<file path="src/sorted_interval_color_table_unit_macros.svh">
// Assertion macros used by the interval table RTL.
`ifndef SORTED_INTERVAL_COLOR_TABLE_UNIT_MACROS_SVH
`define SORTED_INTERVAL_COLOR_TABLE_UNIT_MACROS_SVH

// The consequent must hold in the same cycle as the antecedent.
`define SICT_ASSERT_NOW(label, clk, rst, ante, cons) \
  label: assert property (@(posedge clk) disable iff (rst) (ante) |-> (cons)) \
    else $error("interval table check failed");

// The consequent must hold in the cycle after the antecedent.
`define SICT_ASSERT_NEXT(label, clk, rst, ante, cons) \
  label: assert property (@(posedge clk) disable iff (rst) (ante) |=> (cons)) \
    else $error("interval table check failed");

`endif

</file>
<file path="src/sict_pkg.sv">
package sict_pkg;

  localparam int DEFAULT_MAX_INTERVALS = 16;

  typedef enum logic [1:0] {
    OP_INSERT = 2'd0,
    OP_LOOKUP = 2'd1,
    OP_REMOVE = 2'd2
  } op_t;

  typedef enum logic [2:0] {
    ST_OK        = 3'd0,
    ST_OVERLAP   = 3'd1,
    ST_NOT_FOUND = 3'd2,
    ST_FULL      = 3'd3,
    ST_BAD_INDEX = 3'd4
  } status_t;

  typedef struct packed {
    logic [1:0]         op;
    logic signed [31:0] range_begin;
    logic               begin_inclusive;
    logic signed [31:0] range_end;
    logic               end_inclusive;
    logic [31:0]        entry_color;
    logic signed [31:0] probe_value;
    logic [3:0]         entry_index;
  } cmd_t;

  typedef struct packed {
    status_t     status;
    logic [31:0] found_color;
    logic [4:0]  entry_count;
  } result_t;

  typedef struct packed {
    logic signed [31:0] range_begin;
    logic signed [31:0] range_end;
    logic               begin_inclusive;
    logic               end_inclusive;
    logic [31:0]        color;
  } entry_t;

endpackage

</file>
<file path="src/sorted_interval_color_table_unit.sv">
// Sorted interval color table.
// An item is taken on cmd at a rising edge where start is high and busy is low.
// Operations are insert, lookup and remove-at-index; op code 3 does nothing.
// Each item yields exactly one result on result, marked by done for one cycle.
// The receiver cannot stall, so the result must be taken in that cycle.
// Items are handled one at a time; busy stays high until the result is shown.
// All entries live in one memory with a registered read port, which sets the pace:
// lookup reads the entries from the head one at a time until a match or the tail.
// Insert reads the tail, walks toward the head one entry per cycle, then
// shifts the later entries up one per cycle and writes the new entry.
// An overlap found on the walk ends the insert without a write.
// Remove shifts later entries down one per cycle.
// A full table, a bad index, op code 3, an empty lookup and tail removal never leave idle.
// Reset empties the table at once; no clearing pass runs over the memory.
// Shift reads and writes always touch different entries, so no forwarding is needed.
`include "sorted_interval_color_table_unit_macros.svh"

module sorted_interval_color_table_unit
  import sict_pkg::*;
#(
  parameter int MAX_INTERVALS = DEFAULT_MAX_INTERVALS
) (
  input  logic    clk,
  input  logic    rst,
  input  logic    start,
  input  cmd_t    cmd,
  output logic    busy,
  output logic    done,
  output result_t result
);

  localparam int IDX_W = $clog2(MAX_INTERVALS);
  localparam int CNT_W = $clog2(MAX_INTERVALS + 1);
  localparam int CMP_W = (CNT_W > 4) ? CNT_W : 4;
  localparam logic [IDX_W-1:0] IDX_ONE = IDX_W'(1);
  localparam logic [CNT_W-1:0] CNT_ONE = CNT_W'(1);
  localparam logic [CNT_W-1:0] CNT_TWO = CNT_W'(2);
  localparam logic [CNT_W-1:0] CNT_MAX = CNT_W'(MAX_INTERVALS);

  typedef enum logic [2:0] {
    S_IDLE,
    S_INS_EV,
    S_SH_RD,
    S_SH,
    S_WR,
    S_LK_EV,
    S_RM
  } state_t;

  state_t           state;
  cmd_t             req;
  logic [CNT_W-1:0] held_count;
  logic [IDX_W-1:0] k;
  logic [IDX_W-1:0] pos;

  entry_t           mem [MAX_INTERVALS];
  entry_t           rd_data;
  logic [IDX_W-1:0] rd_addr;
  logic             wr_en;
  logic [IDX_W-1:0] wr_addr;
  entry_t           wr_data;
  entry_t           new_entry;

  logic             is_below;
  logic             is_above;
  logic             is_hit;
  logic             k_is_tail;
  logic [CMP_W-1:0] idx_ext;
  logic [CMP_W-1:0] cnt_ext;

  assign busy = (state != S_IDLE);

  assign new_entry = '{range_begin:     req.range_begin,
                       range_end:       req.range_end,
                       begin_inclusive: req.begin_inclusive,
                       end_inclusive:   req.end_inclusive,
                       color:           req.entry_color};

  // Ordering of the pending interval against the entry just read; below wins.
  assign is_above = (req.range_begin > rd_data.range_end) ||
                    ((req.range_begin == rd_data.range_end) &&
                     (!req.begin_inclusive || !rd_data.end_inclusive));
  assign is_below = (req.range_end < rd_data.range_begin) ||
                    ((req.range_end == rd_data.range_begin) &&
                     (!req.end_inclusive || !rd_data.begin_inclusive));

  assign is_hit = (rd_data.begin_inclusive ? (req.probe_value >= rd_data.range_begin)
                                           : (req.probe_value >  rd_data.range_begin)) &&
                  (rd_data.end_inclusive   ? (req.probe_value <= rd_data.range_end)
                                           : (req.probe_value <  rd_data.range_end));

  assign k_is_tail = ((CNT_W'(k) + CNT_ONE) == held_count);
  assign idx_ext   = CMP_W'(cmd.entry_index);
  assign cnt_ext   = CMP_W'(held_count);

  always_comb begin
    rd_addr = k;
    wr_en   = 1'b0;
    wr_addr = k;
    wr_data = rd_data;
    unique case (state)
      S_IDLE: begin
        unique case (cmd.op)
          OP_INSERT: rd_addr = IDX_W'(held_count - CNT_ONE);
          OP_LOOKUP: rd_addr = '0;
          OP_REMOVE: rd_addr = IDX_W'(cmd.entry_index) + IDX_ONE;
          default:   rd_addr = k;
        endcase
      end
      S_INS_EV: rd_addr = k - IDX_ONE;
      S_SH_RD:  rd_addr = k - IDX_ONE;
      S_SH: begin
        rd_addr = k - IDX_ONE - IDX_ONE;
        wr_en   = 1'b1;
        wr_addr = k;
        wr_data = rd_data;
      end
      S_WR: begin
        wr_en   = 1'b1;
        wr_addr = pos;
        wr_data = new_entry;
      end
      S_LK_EV: rd_addr = k + IDX_ONE;
      S_RM: begin
        rd_addr = k + IDX_ONE + IDX_ONE;
        wr_en   = 1'b1;
        wr_addr = k;
        wr_data = rd_data;
      end
      default: rd_addr = k;
    endcase
  end

  always_ff @(posedge clk) begin
    if (wr_en) begin
      mem[wr_addr] <= wr_data;
    end
    rd_data <= mem[rd_addr];
  end

  always_ff @(posedge clk) begin
    if (rst) begin
      state      <= S_IDLE;
      held_count <= '0;
      done       <= 1'b0;
      k          <= '0;
      pos        <= '0;
    end else begin
      done <= 1'b0;
      unique case (state)
        S_IDLE: begin
          if (start) begin
            req                <= cmd;
            result.found_color <= '0;
            result.entry_count <= 5'(held_count);
            result.status      <= ST_OK;
            unique case (cmd.op)
              OP_INSERT: begin
                priority if (held_count == CNT_MAX) begin
                  result.status <= ST_FULL;
                  done          <= 1'b1;
                end else if (held_count == '0) begin
                  pos   <= '0;
                  state <= S_WR;
                end else begin
                  k     <= IDX_W'(held_count - CNT_ONE);
                  state <= S_INS_EV;
                end
              end
              OP_LOOKUP: begin
                if (held_count == '0) begin
                  result.status <= ST_NOT_FOUND;
                  done          <= 1'b1;
                end else begin
                  k     <= '0;
                  state <= S_LK_EV;
                end
              end
              OP_REMOVE: begin
                priority if (idx_ext >= cnt_ext) begin
                  result.status <= ST_BAD_INDEX;
                  done          <= 1'b1;
                end else if ((idx_ext + CMP_W'(1)) == cnt_ext) begin
                  held_count         <= held_count - CNT_ONE;
                  result.entry_count <= 5'(held_count - CNT_ONE);
                  done               <= 1'b1;
                end else begin
                  k     <= IDX_W'(cmd.entry_index);
                  state <= S_RM;
                end
              end
              default: done <= 1'b1;
            endcase
          end
        end
        S_INS_EV: begin
          priority if (is_below) begin
            if (k == '0) begin
              pos   <= '0;
              k     <= IDX_W'(held_count);
              state <= S_SH_RD;
            end else begin
              k <= k - IDX_ONE;
            end
          end else if (is_above) begin
            pos <= k + IDX_ONE;
            if (k_is_tail) begin
              state <= S_WR;
            end else begin
              k     <= IDX_W'(held_count);
              state <= S_SH_RD;
            end
          end else begin
            result.status <= ST_OVERLAP;
            done          <= 1'b1;
            state         <= S_IDLE;
          end
        end
        S_SH_RD: state <= S_SH;
        S_SH: begin
          k <= k - IDX_ONE;
          if ((k - IDX_ONE) == pos) begin
            state <= S_WR;
          end
        end
        S_WR: begin
          held_count         <= held_count + CNT_ONE;
          result.entry_count <= 5'(held_count + CNT_ONE);
          result.status      <= ST_OK;
          done               <= 1'b1;
          state              <= S_IDLE;
        end
        S_LK_EV: begin
          priority if (is_hit) begin
            result.status      <= ST_OK;
            result.found_color <= rd_data.color;
            done               <= 1'b1;
            state              <= S_IDLE;
          end else if (k_is_tail) begin
            result.status <= ST_NOT_FOUND;
            done          <= 1'b1;
            state         <= S_IDLE;
          end else begin
            k <= k + IDX_ONE;
          end
        end
        S_RM: begin
          k <= k + IDX_ONE;
          if ((CNT_W'(k) + CNT_TWO) == held_count) begin
            held_count         <= held_count - CNT_ONE;
            result.entry_count <= 5'(held_count - CNT_ONE);
            result.status      <= ST_OK;
            done               <= 1'b1;
            state              <= S_IDLE;
          end
        end
        default: state <= S_IDLE;
      endcase
    end
  end

  `SICT_ASSERT_NOW(a_count_range, clk, rst, 1'b1, held_count <= CNT_MAX)
  `SICT_ASSERT_NOW(a_done_idle, clk, rst, done, !busy)
  `SICT_ASSERT_NOW(a_write_busy, clk, rst, wr_en, state != S_IDLE)
  `SICT_ASSERT_NEXT(a_empty_lookup, clk, rst, start && !busy && (cmd.op == OP_LOOKUP) && (held_count == '0), done && (result.status == ST_NOT_FOUND))

endmodule

</file>
<file path="config.mk">
export PLATFORM = sky130hd
export DESIGN_NAME = sorted_interval_color_table_unit
export DESIGN_NICKNAME = d
export VERILOG_FILES = /design/src/sict_pkg.sv /design/src/sorted_interval_color_table_unit.sv
export VERILOG_INCLUDE_DIRS = /design/src /design/src/src
export SDC_FILE = /design/constraint.sdc
export NUM_CORES = 2
export LEC_CHECK = 0
export BUFFER_PORTS_ARGS = -buffer_cell sky130_fd_sc_hd__buf_2
export CORE_UTILIZATION = 35
export DETAILED_ROUTE_END_ITERATION = 8
export GPL_TIMING_DRIVEN = 0
export PLACE_DENSITY_LB_ADDON = 0.08
export SLEW_MARGIN = 0
export SYNTH_ARGS = -nofsm -noshare
export SYNTH_HDL_FRONTEND = slang
export SYNTH_SLANG_ARGS = --single-unit
export TNS_END_PERCENT = 1
</file>
<file path="constraint.sdc">
create_clock -name clk -period 20.5 [get_ports clk]
set_clock_uncertainty 0.15 [all_clocks]
set_input_delay 1.025 -clock clk [delete_from_list [all_inputs] [get_ports clk]]
set_output_delay 1.025 -clock clk [all_outputs]
set_load 0.01 [all_outputs]
</file>
==> impl_metrics.py <==
metrics = {
    "clock_network": {
        "cts_setup_buffers": 0,
        "numCtsBuffers": 201,
        "htree_levels": 4,
        "path_clk_slew_ns": 0.06,
        "cts.repair.resized": 0,
        "hold_buffers": 0,
        "cts.sinks": 1853,
        "cts_root_buffer": "clkbuf_16",
        "cts_tree": "done",
        "cts_max_path_buffers": 3,
        "insertion_delay_ns": 0.85,
    },
    "drt": {
        "vias": 38300,
        "routed_wl_microns": 221000,
        "vias_per_cell": 5.35,
        "drtPass1Iterations": 5,
        "drc": 0,
        "ant_nets": 0,
        "dr.first_iter.drc_count": 3651,
        "wl_per_cell_microns": 30.8,
    },
    "hold_path": {
        "hold_path_end": "new_entry[22]$_DFFE_PP_",
        "timing.hold.worst.start": "cmd[58]",
        "min_path_cells": 1,
        "hold_path_class": "input port to flip-flop",
    },
    "critical_path": {
        "cp.arrival_ns": 6.03,
        "critPathKind": "flip-flop to flip-flop",
        "r2r_end": "mem[2][11]$_DFFE_PP_",
        "path_max_fanout": 19,
        "ff2ff_setup_slack_ns": 14.85,
        "cp-start-kind": "flip-flop",
        "reg2reg_from": "state[2]$_SDFFE_PP0P_",
        "cp_data_required_time_ns": 20.89,
        "r2r.worst_path.cells": 14,
        "cp-end-kind": "flip-flop",
    },
    "synth": {
        "ys_warn_count": 0,
        "synth_area_sq_mm": 0.0723,
        "synth_ff_type": "edfxtp_1",
        "synth_seq_cells": 1853,
        "synth_edf_count": 1738,
        "postSynthAreaPerCell_sq_um": 19.3,
        "post_synth_inst_count": 3754,
        "async_flop_share_pct": 0,
        "ys_types": 71,
        "synth_nets": 4038,
        "ys_seq_area_share_pct": 75.3,
    },
    "final_layout": {
        "area_delta_synth_final_pct": 18.8,
        "fin_nets": 4566,
        "drive_gt1_share_pct": 25.0,
        "final_core_util_pct": 41.9,
    },
    "timing": {
        "fin_tns_setup_ns": 0,
        "fmaxAchievable_mhz": 177,
        "rsz0062_at_grt": "no",
        "maxSlewHeadroom_pct": 8.52,
        "final-hold-violation-count": 0,
        "worst_pin_slew_ns": 1.36,
        "final.min_clock_period_ns": 5.65,
        "setup_viol": 0,
        "slew_violations": 0,
        "final.period_utilization_pct": 27.5,
    },
    "power": {
        "totalPowerFinal_w": 0.0156,
        "p_per_area_mw_per_mm2": 181,
        "ir_drop_v": 0.000130,
        "p_leak_nw": 28.7,
    },
    "global_routing": {
        "grt_pass1_wl_microns": 309000,
        "grt_max_degree": 37,
        "gr-usage-all-layers_pct": 21.1,
        "grt_overflow": 0,
        "grt_pass1_vias": 39400,
        "antenna_found_initial": 10,
    },
    "die": {
        "num_io_pins": 181,
        "chipHeight_microns": 457,
        "die_x_microns": 457,
        "initial_core_util_pct": 35.3,
        "std_cell_rows": 166,
        "dieArea_sq_mm": 0.209,
        "core-area_sq_mm": 0.205,
    },
    "placed_design": {
        "place_congestion": 0.838,
        "dpl.hpwl_microns": 146000,
        "port_buffers": 180,
    },
    "run": {
        "drv_cap": 0,
    },
    "outcome": {
        "status": "finished clean",
    },
}
[where the power goes]
part | internal, W | switching, W
sequential | 0.00526 | 0.000130
clock | 0.00206 | 0.00154
combinational | 0.00232 | 0.00426
total | 0.00965 | 0.00593
[sequential cells by signal, indices dropped and copies added (netlist names)]
signal and flops:
k 4, state 3, new_entry 98, result 40, pos 4, rd_data 98, mem 1568, req 32
cnt_ext 5, done 1
[worst max-delay path by stage]
stage / cells past startpoint / end / slack [ns] / startpoint
floorplan: 2 / new_entry[0]$_DFFE_PP_ / 13.08 / rst
global placement: 7 / mem[12][18]$_DFFE_PP_ / 5.19 / state[2]$_SDFFE_PP0P_
detailed placement: 14 / mem[2][15]$_DFFE_PP_ / 14.89 / state[2]$_SDFFE_PP0P_
CTS: 14 / mem[2][12]$_DFFE_PP_ / 14.88 / state[2]$_SDFFE_PP0P_
global route: 14 / mem[2][14]$_DFFE_PP_ / 14.59 / state[2]$_SDFFE_PP0P_
finish: 14 / mem[2][11]$_DFFE_PP_ / 14.85 / state[2]$_SDFFE_PP0P_
[final cells by class]
cell class / count / area (sq um)
Fill cell: 18000 / 119000
Sequential cell: 1853 / 54500
Multi-Input combinational cell: 1630 / 16900
Clock buffer: 270 / 5450
Timing Repair Buffer: 325 / 3490
Tap cell: 2688 / 3360
Clock inverter: 108 / 1120
Buffer: 184 / 779
Inverter: 87 / 327
Antenna cell: 6 / 15.0
[cell usage in the layout (no fill, tap or decap), types with 79 or more instances in the layout]
| cell type | instances |
|---|---|
| mux4_2 | 392 |
| clkbuf_1 | 118 |
| clkbuf_16 | 201 |
| buf_2 | 246 |
| ha_1 | 145 |
| inv_1 | 85 |
| nand2_1 | 341 |
| edfxtp_1 | 1738 |
| buf_12 | 79 |
| dfxtp_1 | 115 |
| a22oi_1 | 200 |
[synthesized netlist by cell type, types with 48 or more instances]
| cell type | number | area [sq um] |
|---|---|---|
| buf_2 | 62 | 310 |
| a21oi_1 | 78 | 390 |
| edfxtp_1 | 1738 | 52200 |
| nand2_1 | 341 | 1280 |
| ha_1 | 145 | 1810 |
| o21ai_0 | 103 | 515 |
| inv_1 | 85 | 319 |
| mux4_2 | 392 | 8830 |
| clkbuf_1 | 72 | 270 |
| a22oi_1 | 200 | 1500 |
| nor2_1 | 74 | 278 |
| dfxtp_1 | 115 | 2300 |
| buf_1 | 48 | 180 |
[routing by layer]
layer  track usage (%)  routed length (microns)  share of wire [%]  up-vias
met4              5.58                     5200                2.4        0
met2              34.4                   106000                 48     1011
met1              29.6                    99500                 45    20600
met3              3.14                     9660                4.4      247
met5                 0                        0                  0        -
li1                  -                        -                  -    16400
[worst max-delay path, stage by stage (launching register included)]
cell and delay (ns):
dfxtp_1 0.36, clkbuf_1 0.37, buf_1 0.42, nand2_1 0.36
nor2_1 0.39, clkbuf_1 0.83, nor2_1 0.15, a21oi_1 0.24
nand2_1 0.29, nor2_4 0.58, buf_12 0.27, buf_12 0.21
buf_12 0.20, buf_12 0.22, buf_12 0.22
[metrics by stage]
| step | hold WS, ns | worst slack, ns | instances | instance area, sq um |
|---|---|---|---|---|
| final | 0.204 | 14.85 | 7151 | 86000 |
| after global routing | 0.143 | 14.59 | 7148 | 85900 |
| after CTS | 0.123 | 14.88 | 7145 | 85900 |
| after detailed placement | 0.407 | 14.89 | 6767 | 79400 |
| after global placement | 0.406 | 5.19 | 6622 | 76600 |
| after floorplan | 0.364 | 13.08 | 3754 | 72300 |
[cell families (layout without fill, tap and decap cells)]
group / count (synthesis) / in the layout / share of synthesized area [%]
compound gates: 488 / 488 / 4.53
mux: 397 / 397 / 12.3
other cells: 0 / 6 / 0
flops: 1853 / 1853 / 75.3
xor+xnor: 30 / 30 / 0.363
fa+ha+maj: 145 / 145 / 2.51
simple gates: 570 / 570 / 3.48
buf+inv: 271 / 974 / 1.52
No activity file was read; power rests on OpenSTA's default activity.
